`src/hw/rtl/fiaf_pkg.sv`:
```
// Shared types, constants and scoring functions for the fire and intrusion alarm fusion block.
`timescale 1ns / 1ps
`default_nettype none

package fiaf_pkg;

    // Configuration register indexes
    localparam logic [1:0] CFG_FLAME = 2'd0;
    localparam logic [1:0] CFG_SMOKE = 2'd1;
    localparam logic [1:0] CFG_CO    = 2'd2;
    localparam logic [1:0] CFG_TEMP  = 2'd3;

    // Threshold reset values
    localparam logic [11:0] FLAME_THR_RST = 12'd2000;
    localparam logic [7:0]  SMOKE_THR_RST = 8'd50;
    localparam logic [7:0]  CO_THR_RST    = 8'd50;
    localparam logic [7:0]  TEMP_THR_RST  = 8'd45;

    // Score points
    localparam logic [6:0] PTS_FLAME  = 7'd40;
    localparam logic [6:0] PTS_SMOKE  = 7'd30;
    localparam logic [6:0] PTS_CO     = 7'd20;
    localparam logic [6:0] PTS_TEMP   = 7'd10;
    localparam logic [6:0] PTS_PRES   = 7'd30;
    localparam logic [6:0] PTS_NEAR   = 7'd15;
    localparam logic [6:0] PTS_MOVE   = 7'd25;
    localparam logic [6:0] PTS_STILL  = 7'd50;
    localparam logic [15:0] NEAR_DIST = 16'd200;

    // Grade bounds
    localparam logic [6:0] GRADE1_MIN = 7'd30;
    localparam logic [6:0] GRADE2_MIN = 7'd60;

    // Grade and level codes
    localparam logic [1:0] GRADE_SAFE    = 2'd0;
    localparam logic [1:0] GRADE_SUSPECT = 2'd1;
    localparam logic [1:0] GRADE_CONFIRM = 2'd2;

    localparam logic [1:0] LVL_NONE    = 2'd0;
    localparam logic [1:0] LVL_WARNING = 2'd1;
    localparam logic [1:0] LVL_ALARM   = 2'd2;

    localparam logic KIND_FIRE      = 1'b0;
    localparam logic KIND_INTRUSION = 1'b1;

    // Warning confirmations needed to raise the alarm
    localparam logic [1:0] CONFIRM_COUNT = 2'd3;

    // Queue between front and back
    localparam int QUEUE_DEPTH = 2;
    localparam int QPTR_W      = $clog2(QUEUE_DEPTH);
    localparam int QCNT_W      = $clog2(QUEUE_DEPTH + 1);

    // Classified word handed from front to back
    typedef struct packed {
        logic       armed;
        logic [1:0] fire_grade;
        logic [1:0] intrusion_grade;
    } t_item;

    // Alarm mode, one-hot
    typedef enum logic [3:0] {
        MODE_DISARMED = 4'b0001,
        MODE_ARMED    = 4'b0010,
        MODE_WARNING  = 4'b0100,
        MODE_ALARM    = 4'b1000
    } t_mode;

    // Map a score to its grade
    function automatic logic [1:0] grade_of(input logic [6:0] score);
        logic [1:0] g;
        if (score < GRADE1_MIN) begin
            g = GRADE_SAFE;
        end else if (score < GRADE2_MIN) begin
            g = GRADE_SUSPECT;
        end else begin
            g = GRADE_CONFIRM;
        end
        return g;
    endfunction

endpackage

`default_nettype wire

```
`src/hw/rtl/fiaf_front.sv`:
```
// Front end: threshold registers and scoring of each sensor word into two grades.
`timescale 1ns / 1ps
`default_nettype none

module fiaf_front (
    input  wire logic               i_clk,
    input  wire logic               i_rst_n,
    input  wire logic               i_cfg_we,
    input  wire logic [1:0]         i_cfg_idx,
    input  wire logic [11:0]        i_cfg_data,
    input  wire logic               i_armed_switch,
    input  wire logic [11:0]        i_flame_intensity,
    input  wire logic [15:0]        i_smoke_level,
    input  wire logic [15:0]        i_co_level,
    input  wire logic signed [7:0]  i_temperature,
    input  wire logic               i_pir_hit,
    input  wire logic               i_person_seen,
    input  wire logic [15:0]        i_target_distance,
    input  wire logic [7:0]         i_moving_energy,
    input  wire logic [7:0]         i_still_energy,
    output fiaf_pkg::t_item         o_item
);

    logic [11:0] r_flame_thr;
    logic [7:0]  r_smoke_thr;
    logic [7:0]  r_co_thr;
    logic [7:0]  r_temp_thr;

    logic [6:0]  fire_score;
    logic [6:0]  intr_score;
    logic        temp_hot;

    // Hold threshold registers, update on a write
    always_ff @(posedge i_clk) begin
        if (!i_rst_n) begin
            r_flame_thr <= fiaf_pkg::FLAME_THR_RST;
            r_smoke_thr <= fiaf_pkg::SMOKE_THR_RST;
            r_co_thr    <= fiaf_pkg::CO_THR_RST;
            r_temp_thr  <= fiaf_pkg::TEMP_THR_RST;
        end else if (i_cfg_we) begin
            case (i_cfg_idx)
                fiaf_pkg::CFG_FLAME: r_flame_thr <= i_cfg_data;
                fiaf_pkg::CFG_SMOKE: r_smoke_thr <= i_cfg_data[7:0];
                fiaf_pkg::CFG_CO:    r_co_thr    <= i_cfg_data[7:0];
                fiaf_pkg::CFG_TEMP:  r_temp_thr  <= i_cfg_data[7:0];
                default: ;
            endcase
        end
    end

    // Negative temperatures never exceed the unsigned threshold
    assign temp_hot = !i_temperature[7] && (i_temperature[6:0] > r_temp_thr[6:0]
                      || 1'b0) && !r_temp_thr[7];

    // Add up fire points; smoke and CO thresholds scale to Q12.4
    always_comb begin
        fire_score = '0;
        if (i_flame_intensity > r_flame_thr) fire_score = fire_score + fiaf_pkg::PTS_FLAME;
        if (i_smoke_level > {4'b0, r_smoke_thr, 4'b0}) fire_score = fire_score + fiaf_pkg::PTS_SMOKE;
        if (i_co_level > {4'b0, r_co_thr, 4'b0}) fire_score = fire_score + fiaf_pkg::PTS_CO;
        if (temp_hot) fire_score = fire_score + fiaf_pkg::PTS_TEMP;
    end

    // Add up intrusion points
    always_comb begin
        intr_score = '0;
        if (i_pir_hit || i_person_seen) intr_score = intr_score + fiaf_pkg::PTS_PRES;
        if (i_target_distance < fiaf_pkg::NEAR_DIST) intr_score = intr_score + fiaf_pkg::PTS_NEAR;
        if (i_moving_energy != 8'd0) intr_score = intr_score + fiaf_pkg::PTS_MOVE;
        if (i_still_energy != 8'd0) intr_score = intr_score + fiaf_pkg::PTS_STILL;
    end

    // Pack the classified word
    always_comb begin
        o_item.armed           = i_armed_switch;
        o_item.fire_grade      = fiaf_pkg::grade_of(fire_score);
        o_item.intrusion_grade = fiaf_pkg::grade_of(intr_score);
    end

endmodule

`default_nettype wire

```
`src/hw/rtl/fiaf_queue.sv`:
```
// Short queue of classified words between the front and back ends.
`timescale 1ns / 1ps
`default_nettype none

module fiaf_queue (
    input  wire logic            i_clk,
    input  wire logic            i_rst_n,
    input  wire logic            i_push,
    input  wire fiaf_pkg::t_item i_item,
    output logic                 o_full,
    input  wire logic            i_pop,
    output logic                 o_valid,
    output fiaf_pkg::t_item      o_item
);

    fiaf_pkg::t_item                r_mem [fiaf_pkg::QUEUE_DEPTH];
    logic [fiaf_pkg::QPTR_W-1:0]    r_wr_ptr;
    logic [fiaf_pkg::QPTR_W-1:0]    r_rd_ptr;
    logic [fiaf_pkg::QCNT_W-1:0]    r_count;
    logic [fiaf_pkg::QCNT_W-1:0]    n_count;
    logic                           do_push;
    logic                           do_pop;

    assign o_full  = (r_count == fiaf_pkg::QCNT_W'(fiaf_pkg::QUEUE_DEPTH));
    assign o_valid = (r_count != '0);
    assign o_item  = r_mem[r_rd_ptr];

    assign do_push = i_push && !o_full;
    assign do_pop  = i_pop && o_valid;

    always_comb begin
        n_count = r_count;
        if (do_push && !do_pop) n_count = r_count + 1'b1;
        if (!do_push && do_pop) n_count = r_count - 1'b1;
    end

    // Store the pushed word
    always_ff @(posedge i_clk) begin
        if (do_push) begin
            r_mem[r_wr_ptr] <= i_item;
        end
    end

    // Advance pointers and occupancy
    always_ff @(posedge i_clk) begin
        if (!i_rst_n) begin
            r_wr_ptr <= '0;
            r_rd_ptr <= '0;
            r_count  <= '0;
        end else begin
            if (do_push) r_wr_ptr <= r_wr_ptr + 1'b1;
            if (do_pop)  r_rd_ptr <= r_rd_ptr + 1'b1;
            r_count <= n_count;
        end
    end

endmodule

`default_nettype wire

```
`src/hw/rtl/fiaf_back.sv`:
```
// Back end: alarm mode machine with confirmation counter and the result register.
`timescale 1ns / 1ps
`default_nettype none

module fiaf_back (
    input  wire logic            i_clk,
    input  wire logic            i_rst_n,
    input  wire logic            i_q_valid,
    input  wire fiaf_pkg::t_item i_q_item,
    output logic                 o_q_pop,
    output logic                 o_valid,
    input  wire logic            i_stall,
    output logic [1:0]           o_alarm_level,
    output logic                 o_alarm_kind,
    output logic [1:0]           o_fire_grade,
    output logic [1:0]           o_intrusion_grade
);

    fiaf_pkg::t_mode r_mode;
    fiaf_pkg::t_mode n_mode;
    fiaf_pkg::t_mode arm_mode;
    logic [1:0]      r_count;
    logic [1:0]      n_count;
    logic [1:0]      count_up;
    logic [1:0]      count_dn;
    logic [1:0]      level;
    logic            hot;
    logic            r_out_valid;
    logic [1:0]      r_level;
    logic            r_kind;
    logic [1:0]      r_fire_grade;
    logic [1:0]      r_intr_grade;

    // Take a word when the result register is free or being drained
    assign o_q_pop = i_q_valid && (!r_out_valid || !i_stall);

    assign hot = (i_q_item.fire_grade != fiaf_pkg::GRADE_SAFE)
              || (i_q_item.intrusion_grade != fiaf_pkg::GRADE_SAFE);
    assign count_up = r_count + 2'd1;
    assign count_dn = r_count - 2'd1;

    // Apply the arm switch first
    always_comb begin
        if (!i_q_item.armed) begin
            arm_mode = fiaf_pkg::MODE_DISARMED;
        end else if (r_mode == fiaf_pkg::MODE_DISARMED) begin
            arm_mode = fiaf_pkg::MODE_ARMED;
        end else begin
            arm_mode = r_mode;
        end
    end

    // Advance the mode and count, pick the level
    always_comb begin
        n_mode  = arm_mode;
        n_count = r_count;
        level   = fiaf_pkg::LVL_NONE;
        case (arm_mode)
            fiaf_pkg::MODE_ARMED: begin
                if (hot) begin
                    n_mode  = fiaf_pkg::MODE_WARNING;
                    n_count = 2'd1;
                    level   = fiaf_pkg::LVL_WARNING;
                end
            end
            fiaf_pkg::MODE_WARNING: begin
                if (hot) begin
                    n_count = count_up;
                    if (count_up >= fiaf_pkg::CONFIRM_COUNT) begin
                        n_mode = fiaf_pkg::MODE_ALARM;
                        level  = fiaf_pkg::LVL_ALARM;
                    end else begin
                        level  = fiaf_pkg::LVL_WARNING;
                    end
                end else begin
                    n_count = count_dn;
                    if (count_dn == 2'd0) n_mode = fiaf_pkg::MODE_ARMED;
                end
            end
            fiaf_pkg::MODE_ALARM: level = fiaf_pkg::LVL_ALARM;
            default: level = fiaf_pkg::LVL_NONE;
        endcase
    end

    // Update state on each taken word
    always_ff @(posedge i_clk) begin
        if (!i_rst_n) begin
            r_mode  <= fiaf_pkg::MODE_DISARMED;
            r_count <= 2'd0;
        end else if (o_q_pop) begin
            r_mode  <= n_mode;
            r_count <= n_count;
        end
    end

    // Result valid flag
    always_ff @(posedge i_clk) begin
        if (!i_rst_n) begin
            r_out_valid <= 1'b0;
        end else if (o_q_pop) begin
            r_out_valid <= 1'b1;
        end else if (!i_stall) begin
            r_out_valid <= 1'b0;
        end
    end

    // Load the result payload
    always_ff @(posedge i_clk) begin
        if (o_q_pop) begin
            r_level      <= level;
            r_kind       <= (i_q_item.fire_grade >= i_q_item.intrusion_grade)
                            ? fiaf_pkg::KIND_FIRE : fiaf_pkg::KIND_INTRUSION;
            r_fire_grade <= i_q_item.fire_grade;
            r_intr_grade <= i_q_item.intrusion_grade;
        end
    end

    assign o_valid           = r_out_valid;
    assign o_alarm_level     = r_level;
    assign o_alarm_kind      = r_kind;
    assign o_fire_grade      = r_fire_grade;
    assign o_intrusion_grade = r_intr_grade;

endmodule

`default_nettype wire

```
`src/hw/rtl/fire_intrusion_alarm_fusion_core.sv`:
```
// Top level of the fire and intrusion alarm fusion block.
//
// Input channel: i_valid with o_stall; a sensor word is taken at a rising edge
// with i_valid high and o_stall low. The front scores it into a fire grade and
// an intrusion grade in the same cycle and pushes it into a two-entry queue.
// The back pops one word per cycle while its result register is free or
// being drained, runs the disarmed/armed/warning/alarm machine and loads a
// result register read on o_valid with i_stall. A taken word passes through
// the queue and then the result register before its result reaches the ports.
// Throughput: one word per cycle while the receiver does not stall, set by
// the combinational scoring and the pop of the mode machine.
// Configuration: i_cfg_we, i_cfg_idx and i_cfg_data write one threshold per
// edge; write only while the block holds no word in flight.
// Reset (i_rst_n low, synchronous) restores the thresholds, sets the mode to
// disarmed, clears the count and empties the queue and result register.
// A stalled receiver holds the result; the queue then fills and o_stall rises.
`timescale 1ns / 1ps
`default_nettype none

module fire_intrusion_alarm_fusion_core (
    input  wire logic               i_clk,
    input  wire logic               i_rst_n,
    input  wire logic               i_cfg_we,
    input  wire logic [1:0]         i_cfg_idx,
    input  wire logic [11:0]        i_cfg_data,
    input  wire logic               i_valid,
    output logic                    o_stall,
    input  wire logic               i_armed_switch,
    input  wire logic [11:0]        i_flame_intensity,
    input  wire logic [15:0]        i_smoke_level,
    input  wire logic [15:0]        i_co_level,
    input  wire logic signed [7:0]  i_temperature,
    input  wire logic               i_pir_hit,
    input  wire logic               i_person_seen,
    input  wire logic [15:0]        i_target_distance,
    input  wire logic [7:0]         i_moving_energy,
    input  wire logic [7:0]         i_still_energy,
    output logic                    o_valid,
    input  wire logic               i_stall,
    output logic [1:0]              o_alarm_level,
    output logic                    o_alarm_kind,
    output logic [1:0]              o_fire_grade,
    output logic [1:0]              o_intrusion_grade
);

    fiaf_pkg::t_item front_item;
    fiaf_pkg::t_item q_item;
    logic            q_full;
    logic            q_valid;
    logic            q_pop;

    assign o_stall = q_full;

    fiaf_front u_front (
        .i_clk             (i_clk),
        .i_rst_n           (i_rst_n),
        .i_cfg_we          (i_cfg_we),
        .i_cfg_idx         (i_cfg_idx),
        .i_cfg_data        (i_cfg_data),
        .i_armed_switch    (i_armed_switch),
        .i_flame_intensity (i_flame_intensity),
        .i_smoke_level     (i_smoke_level),
        .i_co_level        (i_co_level),
        .i_temperature     (i_temperature),
        .i_pir_hit         (i_pir_hit),
        .i_person_seen     (i_person_seen),
        .i_target_distance (i_target_distance),
        .i_moving_energy   (i_moving_energy),
        .i_still_energy    (i_still_energy),
        .o_item            (front_item)
    );

    fiaf_queue u_queue (
        .i_clk   (i_clk),
        .i_rst_n (i_rst_n),
        .i_push  (i_valid),
        .i_item  (front_item),
        .o_full  (q_full),
        .i_pop   (q_pop),
        .o_valid (q_valid),
        .o_item  (q_item)
    );

    fiaf_back u_back (
        .i_clk             (i_clk),
        .i_rst_n           (i_rst_n),
        .i_q_valid         (q_valid),
        .i_q_item          (q_item),
        .o_q_pop           (q_pop),
        .o_valid           (o_valid),
        .i_stall           (i_stall),
        .o_alarm_level     (o_alarm_level),
        .o_alarm_kind      (o_alarm_kind),
        .o_fire_grade      (o_fire_grade),
        .o_intrusion_grade (o_intrusion_grade)
    );

endmodule

`default_nettype wire

```
`config.mk`:
```
export PLATFORM = sky130hd
export DESIGN_NAME = fire_intrusion_alarm_fusion_core
export DESIGN_NICKNAME = d
export VERILOG_FILES = /design/src/hw/rtl/fiaf_pkg.sv /design/src/hw/rtl/fiaf_front.sv /design/src/hw/rtl/fiaf_queue.sv /design/src/hw/rtl/fiaf_back.sv /design/src/hw/rtl/fire_intrusion_alarm_fusion_core.sv
export SDC_FILE = /design/constraint.sdc
export NUM_CORES = 1
export LEC_CHECK = 0
export BUFFER_PORTS_ARGS = -buffer_cell sky130_fd_sc_hd__buf_4
export CAP_MARGIN = 0
export CORE_MARGIN = 4
export CORE_UTILIZATION = 48
export DETAILED_ROUTE_END_ITERATION = 7
export PLACE_DENSITY = 0.77
export SYNTH_ARGS = -nofsm -noshare
export SYNTH_HDL_FRONTEND = slang
export SYNTH_HIERARCHICAL = 1
export SYNTH_SLANG_ARGS = --single-unit
```
`constraint.sdc`:
```
create_clock -name i_clk -period 2.9 [get_ports i_clk]
set_input_delay 0.29 -clock i_clk [delete_from_list [all_inputs] [get_ports i_clk]]
set_output_delay 0.29 -clock i_clk [all_outputs]
set_load 0.01 [all_outputs]
```
; ---- After elaboration in Yosys (flattened, before gate mapping)
; Memory sizes are Yosys's and may differ from the RTL's. A register that Yosys moved wholly into a read port is not among the register bits.
; Cells that the tools add are included.
; Widths: inputs -> output; s select.
[totals]
word_cells = 114
out_inout_bits = 9
regBits = 54
mem_bits_rw = 10
n_memories = 1
[classes]
muxes = 35
n_addsub = 12
n_reduce_logical = 31
order_cmp = 11
eq_ne = 10
[memory_table]
columns = memory, words, width, read_ports, rd_ports_with_merged_regs, wr, line
row1 = u_queue.r_mem, 2, 5, 1, 1, 1, fiaf_queue.sv:16  ; fiaf_pkg::t_item r_mem [fiaf_pkg::QUEUE_DEPTH];
[ops]
columns = cell, n
row1 = $mux 7, 6
row2 = $gt 16x12->1, 2
row3 = $mux 4, 6
row4 = $mux 2, 10
row5 = $lt 16x8->1 const B, 1
row6 = $reduce_bool 8->1, 2
row7 = $add 7x5->7 const B, 2
row8 = $lt 7x5->1 const B, 2
row9 = $lt 7x6->1 const B, 2
row10 = $gt 12x12->1, 1
row11 = $reduce_bool 2->1, 5
row12 = $mux 1, 8
row13 = $pmux 4 s2, 1
row14 = $reduce_and 2->1, 4
row15 = $add 6x5->7 const B, 1
row16 = $add 7x4->7 const B, 1
row17 = $add 7x6->7 const B, 1
row18 = $gt 7x7->1, 1
row19 = $logic_and 1x1->1, 7
row20 = $logic_not 1->1, 7
row21 = $add 5x4->6 const B, 1
row22 = $eq 2x2->1 const B, 3
row23 = $mux 6, 1
row24 = $pmux 2 s3, 1
row25 = other kinds (16), 23

; ---- Depth between registers and ports, before layout
[depth]
word_depth = 11
mapped_depth = 16
mapped_depth_nobuf = 16

; ---- Cells and area by module
; Netlist, hierarchy kept.
[by_module_without_submodules]
columns = module, area_each_um2, cells_each, seq_area_each_um2, n_inst
row1 = fiaf_front, 2885.3, 372, 720.7, 1
row2 = fiaf_back, 763.2, 73, 350.3, 1
row3 = fiaf_queue, 595.6, 41, 400.4, 1

; ---- Worst setup path before layout
; OpenSTA, ideal clock, no wires.
[synth_timing]
kind = reg2reg
from = reg u_front.r_co_thr[5]
to = mem u_queue/r_mem[0][2] (netlist bit), data pin
stages_incl_launch_ff = 16
t_required_ns = 2.743
t_arrival_ns = 2.666
setup_slack_ns = 0.076
path_cell_list = dfxtp_1 inv_1 ha_1 a211oi_2 nor2_2 nor4bb_4 o21ai_2 inv_2 ha_1 a31oi_1 o31ai_1 and2_2 o21ai_1 o211ai_1 a21o_1 a21oi_1
[synth_lines]
columns = item, line
row1 = start: declaration, fiaf_front.sv:26  ; logic [7:0] r_co_thr;
row2 = start signal: assignment, fiaf_front.sv:38  ; r_co_thr <= fiaf_pkg::CO_THR_RST;
row3 = start signal: assignment, fiaf_front.sv:44  ; fiaf_pkg::CFG_CO: r_co_thr <= i_cfg_data[7:0];
row4 = end: declaration, fiaf_queue.sv:16

==> run metrics <==
I/O pin count=115; met3 GRT Util=4.85%; setup TNS=-219 ps; mux cell area share after synthesis=3.45%; Layout area overhead=36.6%; DIE AREA=10400 sq um; main combinational cell family by area after synthesis=simple AND/OR/NAND/NOR gates; drt first pass iters=5; H-tree levels=3; compound-cell area share of the yosys netlist=17.9%; combinational power share=32.3%; post-synthesis adder-cell area fraction=14.2%; Final ANT Viol Nets=0; ys async rst share=0%; sw frac=31.4%; Layout fillers=680; Buffers on Ports=111; CTS tree=done; DP Area=5290 sq um; hold_ws=133 ps; PwrDens=517 nW/um^2; clk_lat worst skew=340 ps; net total in the final layout=772; Cells after Synth=486; Slew @ Worst Pin=1030 ps; Leak=2.50 nW; Yosys warnings=6; CTS root buffer=clkbuf_8; post-detail-place hpwl=8190 microns; DIE WIDTH=102 microns; M1 GR Usage=23.8%; die height=102 microns; Slew Limit Fails=0; HP Class=in -> reg; Worst Skew=12.8 ps; fin crit period=2960 ps; DR iter-0 viols=165; post-route total power=3.00 mW; final worst slack=-64.2 ps; count of cell types in the netlist=67; sequential share of power=39.7%; vias per cell=5.50; clock share of power=28.0%; largest area contributor in the netlist=dfxtp_1; final hold vios=0; Hold Path Origin=i_armed_switch; crit path max fanout=4; Syn Std Cell Area=4240 sq um; Setup CP Type=reg -> reg; Final Setup Violations=4; EDFF count, synth=17; first-pass GRT wire length=17300 microns; simple-gate share of the synthesized area=22.0%; top cells by area, synth=dfxtp_1 (23%), ha_1 (14%), edfxtp_1 (12%), nand2_1 (6.5%), inv_1 (4.3%); RR Startpoint=u_front/r_flame_thr[1]$_SDFFE_PN0P_; Initial Util=48.9%; max cap viols=0; Setup crit start kind=register; Worst EP required=2980 ps; Psw=0.940 mW; sequential fraction of the synthesis area=34.7%; pre-CTS setup slack=-263 ps; Worst Setup SP=u_front/r_flame_thr[1]$_SDFFE_PN0P_; largest net degree at the start of global routing=48; XOR/XNOR share of the synthesized area=1.86%; Tcrit/Tclk final=102%; Total Wirelength=11000 microns; fmax=0.337 GHz; wire length per cell=15.1 microns; type of element capturing the critical path=register; worst vdd ir=0.000402 V; DRC viols=0; CP arrival=3040 ps; routability cong.=0.871; RSZ-0062 raised after global routing=true; deepest clock path buffer count=2; clk slew on worst S/H paths=80 ps; share of post-route cells with drive strength above 1=35.6%; Avg Cell Area, Syn=8.73 sq um; post-route cell area=5800 sq um; antenna violations before repair=0; status=finished with violations; most common cell after layout, fill and taps aside=buf_4; Vias=4020; Yosys reg bits=65; max_slew headroom=30.8%; ANT cells=0; vias in the first global route=3913; grt ovf=0; grt met2 use=37.9%; Rows=34; most frequent cells in the layout=buf_4 (133), nand2_1 (72), inv_1 (41); Int Pwr=2.06 mW; Overall Global Routing Usage=20.7%; violated checks=negative setup slack; Syn Nets=640; Clock Sinks=65; CTS buffer count=9; GR peak layer=met2; Hold-fix buffers, CTS=0; Synth top area share=22.6%; Main synth FF type=dfxtp_1; core area=8680 sq um
## layer usage
metal / routed length [microns] / up-vias
li1: - / 1983
met1: 4320 / 1876
met2: 5850 / 142
met3: 672 / 19
met4: 175 / 0
met5: 0 / -
## through the flow
stage / cells / utilization, %
6_report: 731 / 66.8
5_1_grt: 731 / 66.8
4_1_cts: 730 / 65.7
3_5_place_dp: 709 / 60.9
3_3_place_gp: 709 / 60.9
2_1_floorplan: 486 / -
## power groups by stage
stage	registers [mW]	logic [mW]	clock network [mW]
final	1.19	0.968	0.840
after global routing	1.21	1.06	0.894
after CTS	1.19	0.942	0.851
after detailed placement	1.21	0.901	0
after global placement	1.20	0.865	0
after floorplan	1.19	0.577	0
## worst paths after layout
check        depth (start not counted)                                   to  slack [ps]
max                                 14        u_queue/r_mem[0][2]$_DFFE_PP_         -60
min                                  1        u_queue/r_mem[0][4]$_DFFE_PP_         130
max reg2reg                         14        u_queue/r_mem[0][2]$_DFFE_PP_         -60
min reg2reg                          2  u_front/r_smoke_thr[3]$_SDFFE_PN0P_         470
## logic make-up after synthesis
logic type / Yosys count
AOI/OAI and AO/OA: 109
xor gates and xnor gates: 9
adders and majority gates: 48
buffers and inverters: 65
DFF: 65
muxes: 14
and+or+nand+nor: 176
## registers in the layout (all words and copies together) (netlist names), 2 cells and up, named ones only
register                  cells
u_back/r_mode                 4
u_back/o_fire_grade           2
u_back/o_intrusion_grade      2
u_front/r_temp_thr            8
u_back/r_count                2
u_front/r_flame_thr          12
u_front/r_smoke_thr           8
u_queue/r_mem                10
u_back/o_alarm_level          2
u_front/r_co_thr              8
u_queue/r_count               2
## repair_timing
action | CTS | global route
resized for setup | 29 | 24
setup buffers | 5 | 2
setup endpoints to repair | 4 | 4
cloned | 0 | 0
pin swaps | 20 | 11
## cell usage after synthesis, drive strengths merged, types with 9 or more instances
library cell / n
inv: 52
a21oi: 20
ha: 48
dfxtp: 48
nor4: 11
nor2: 18
mux2i: 9
nand3: 10
nor2b: 11
o211ai: 14
clkbuf: 10
a21boi: 19
o21ai: 22
edfxtp: 17
nand2: 73
## worst max-delay path: stages (launching register included)
cell	delay, ps
dfxtp_1	330
inv_1	50
ha_1	280
nor2b_1	130
o21ai_0	210
a21boi_2	90
o31a_1	350
buf_4	170
ha_4	230
buf_6	130
nor3_4	150
a31oi_1	60
o211ai_1	290
a21o_1	180
a21oi_2	60
## cell type report
class | instances | area (sq um) | share of cell area, %
Multi-Input combinational cell | 356 | 2760 | 47.6
Sequential cell | 65 | 1480 | 25.5
Timing Repair Buffer | 134 | 1010 | 17.4
Inverter | 52 | 195 | 3.37
Tap cell | 108 | 135 | 2.33
Clock buffer | 9 | 124 | 2.14
Clock inverter | 7 | 93.8 | 1.62
Power figures use the tool's default switching activity.
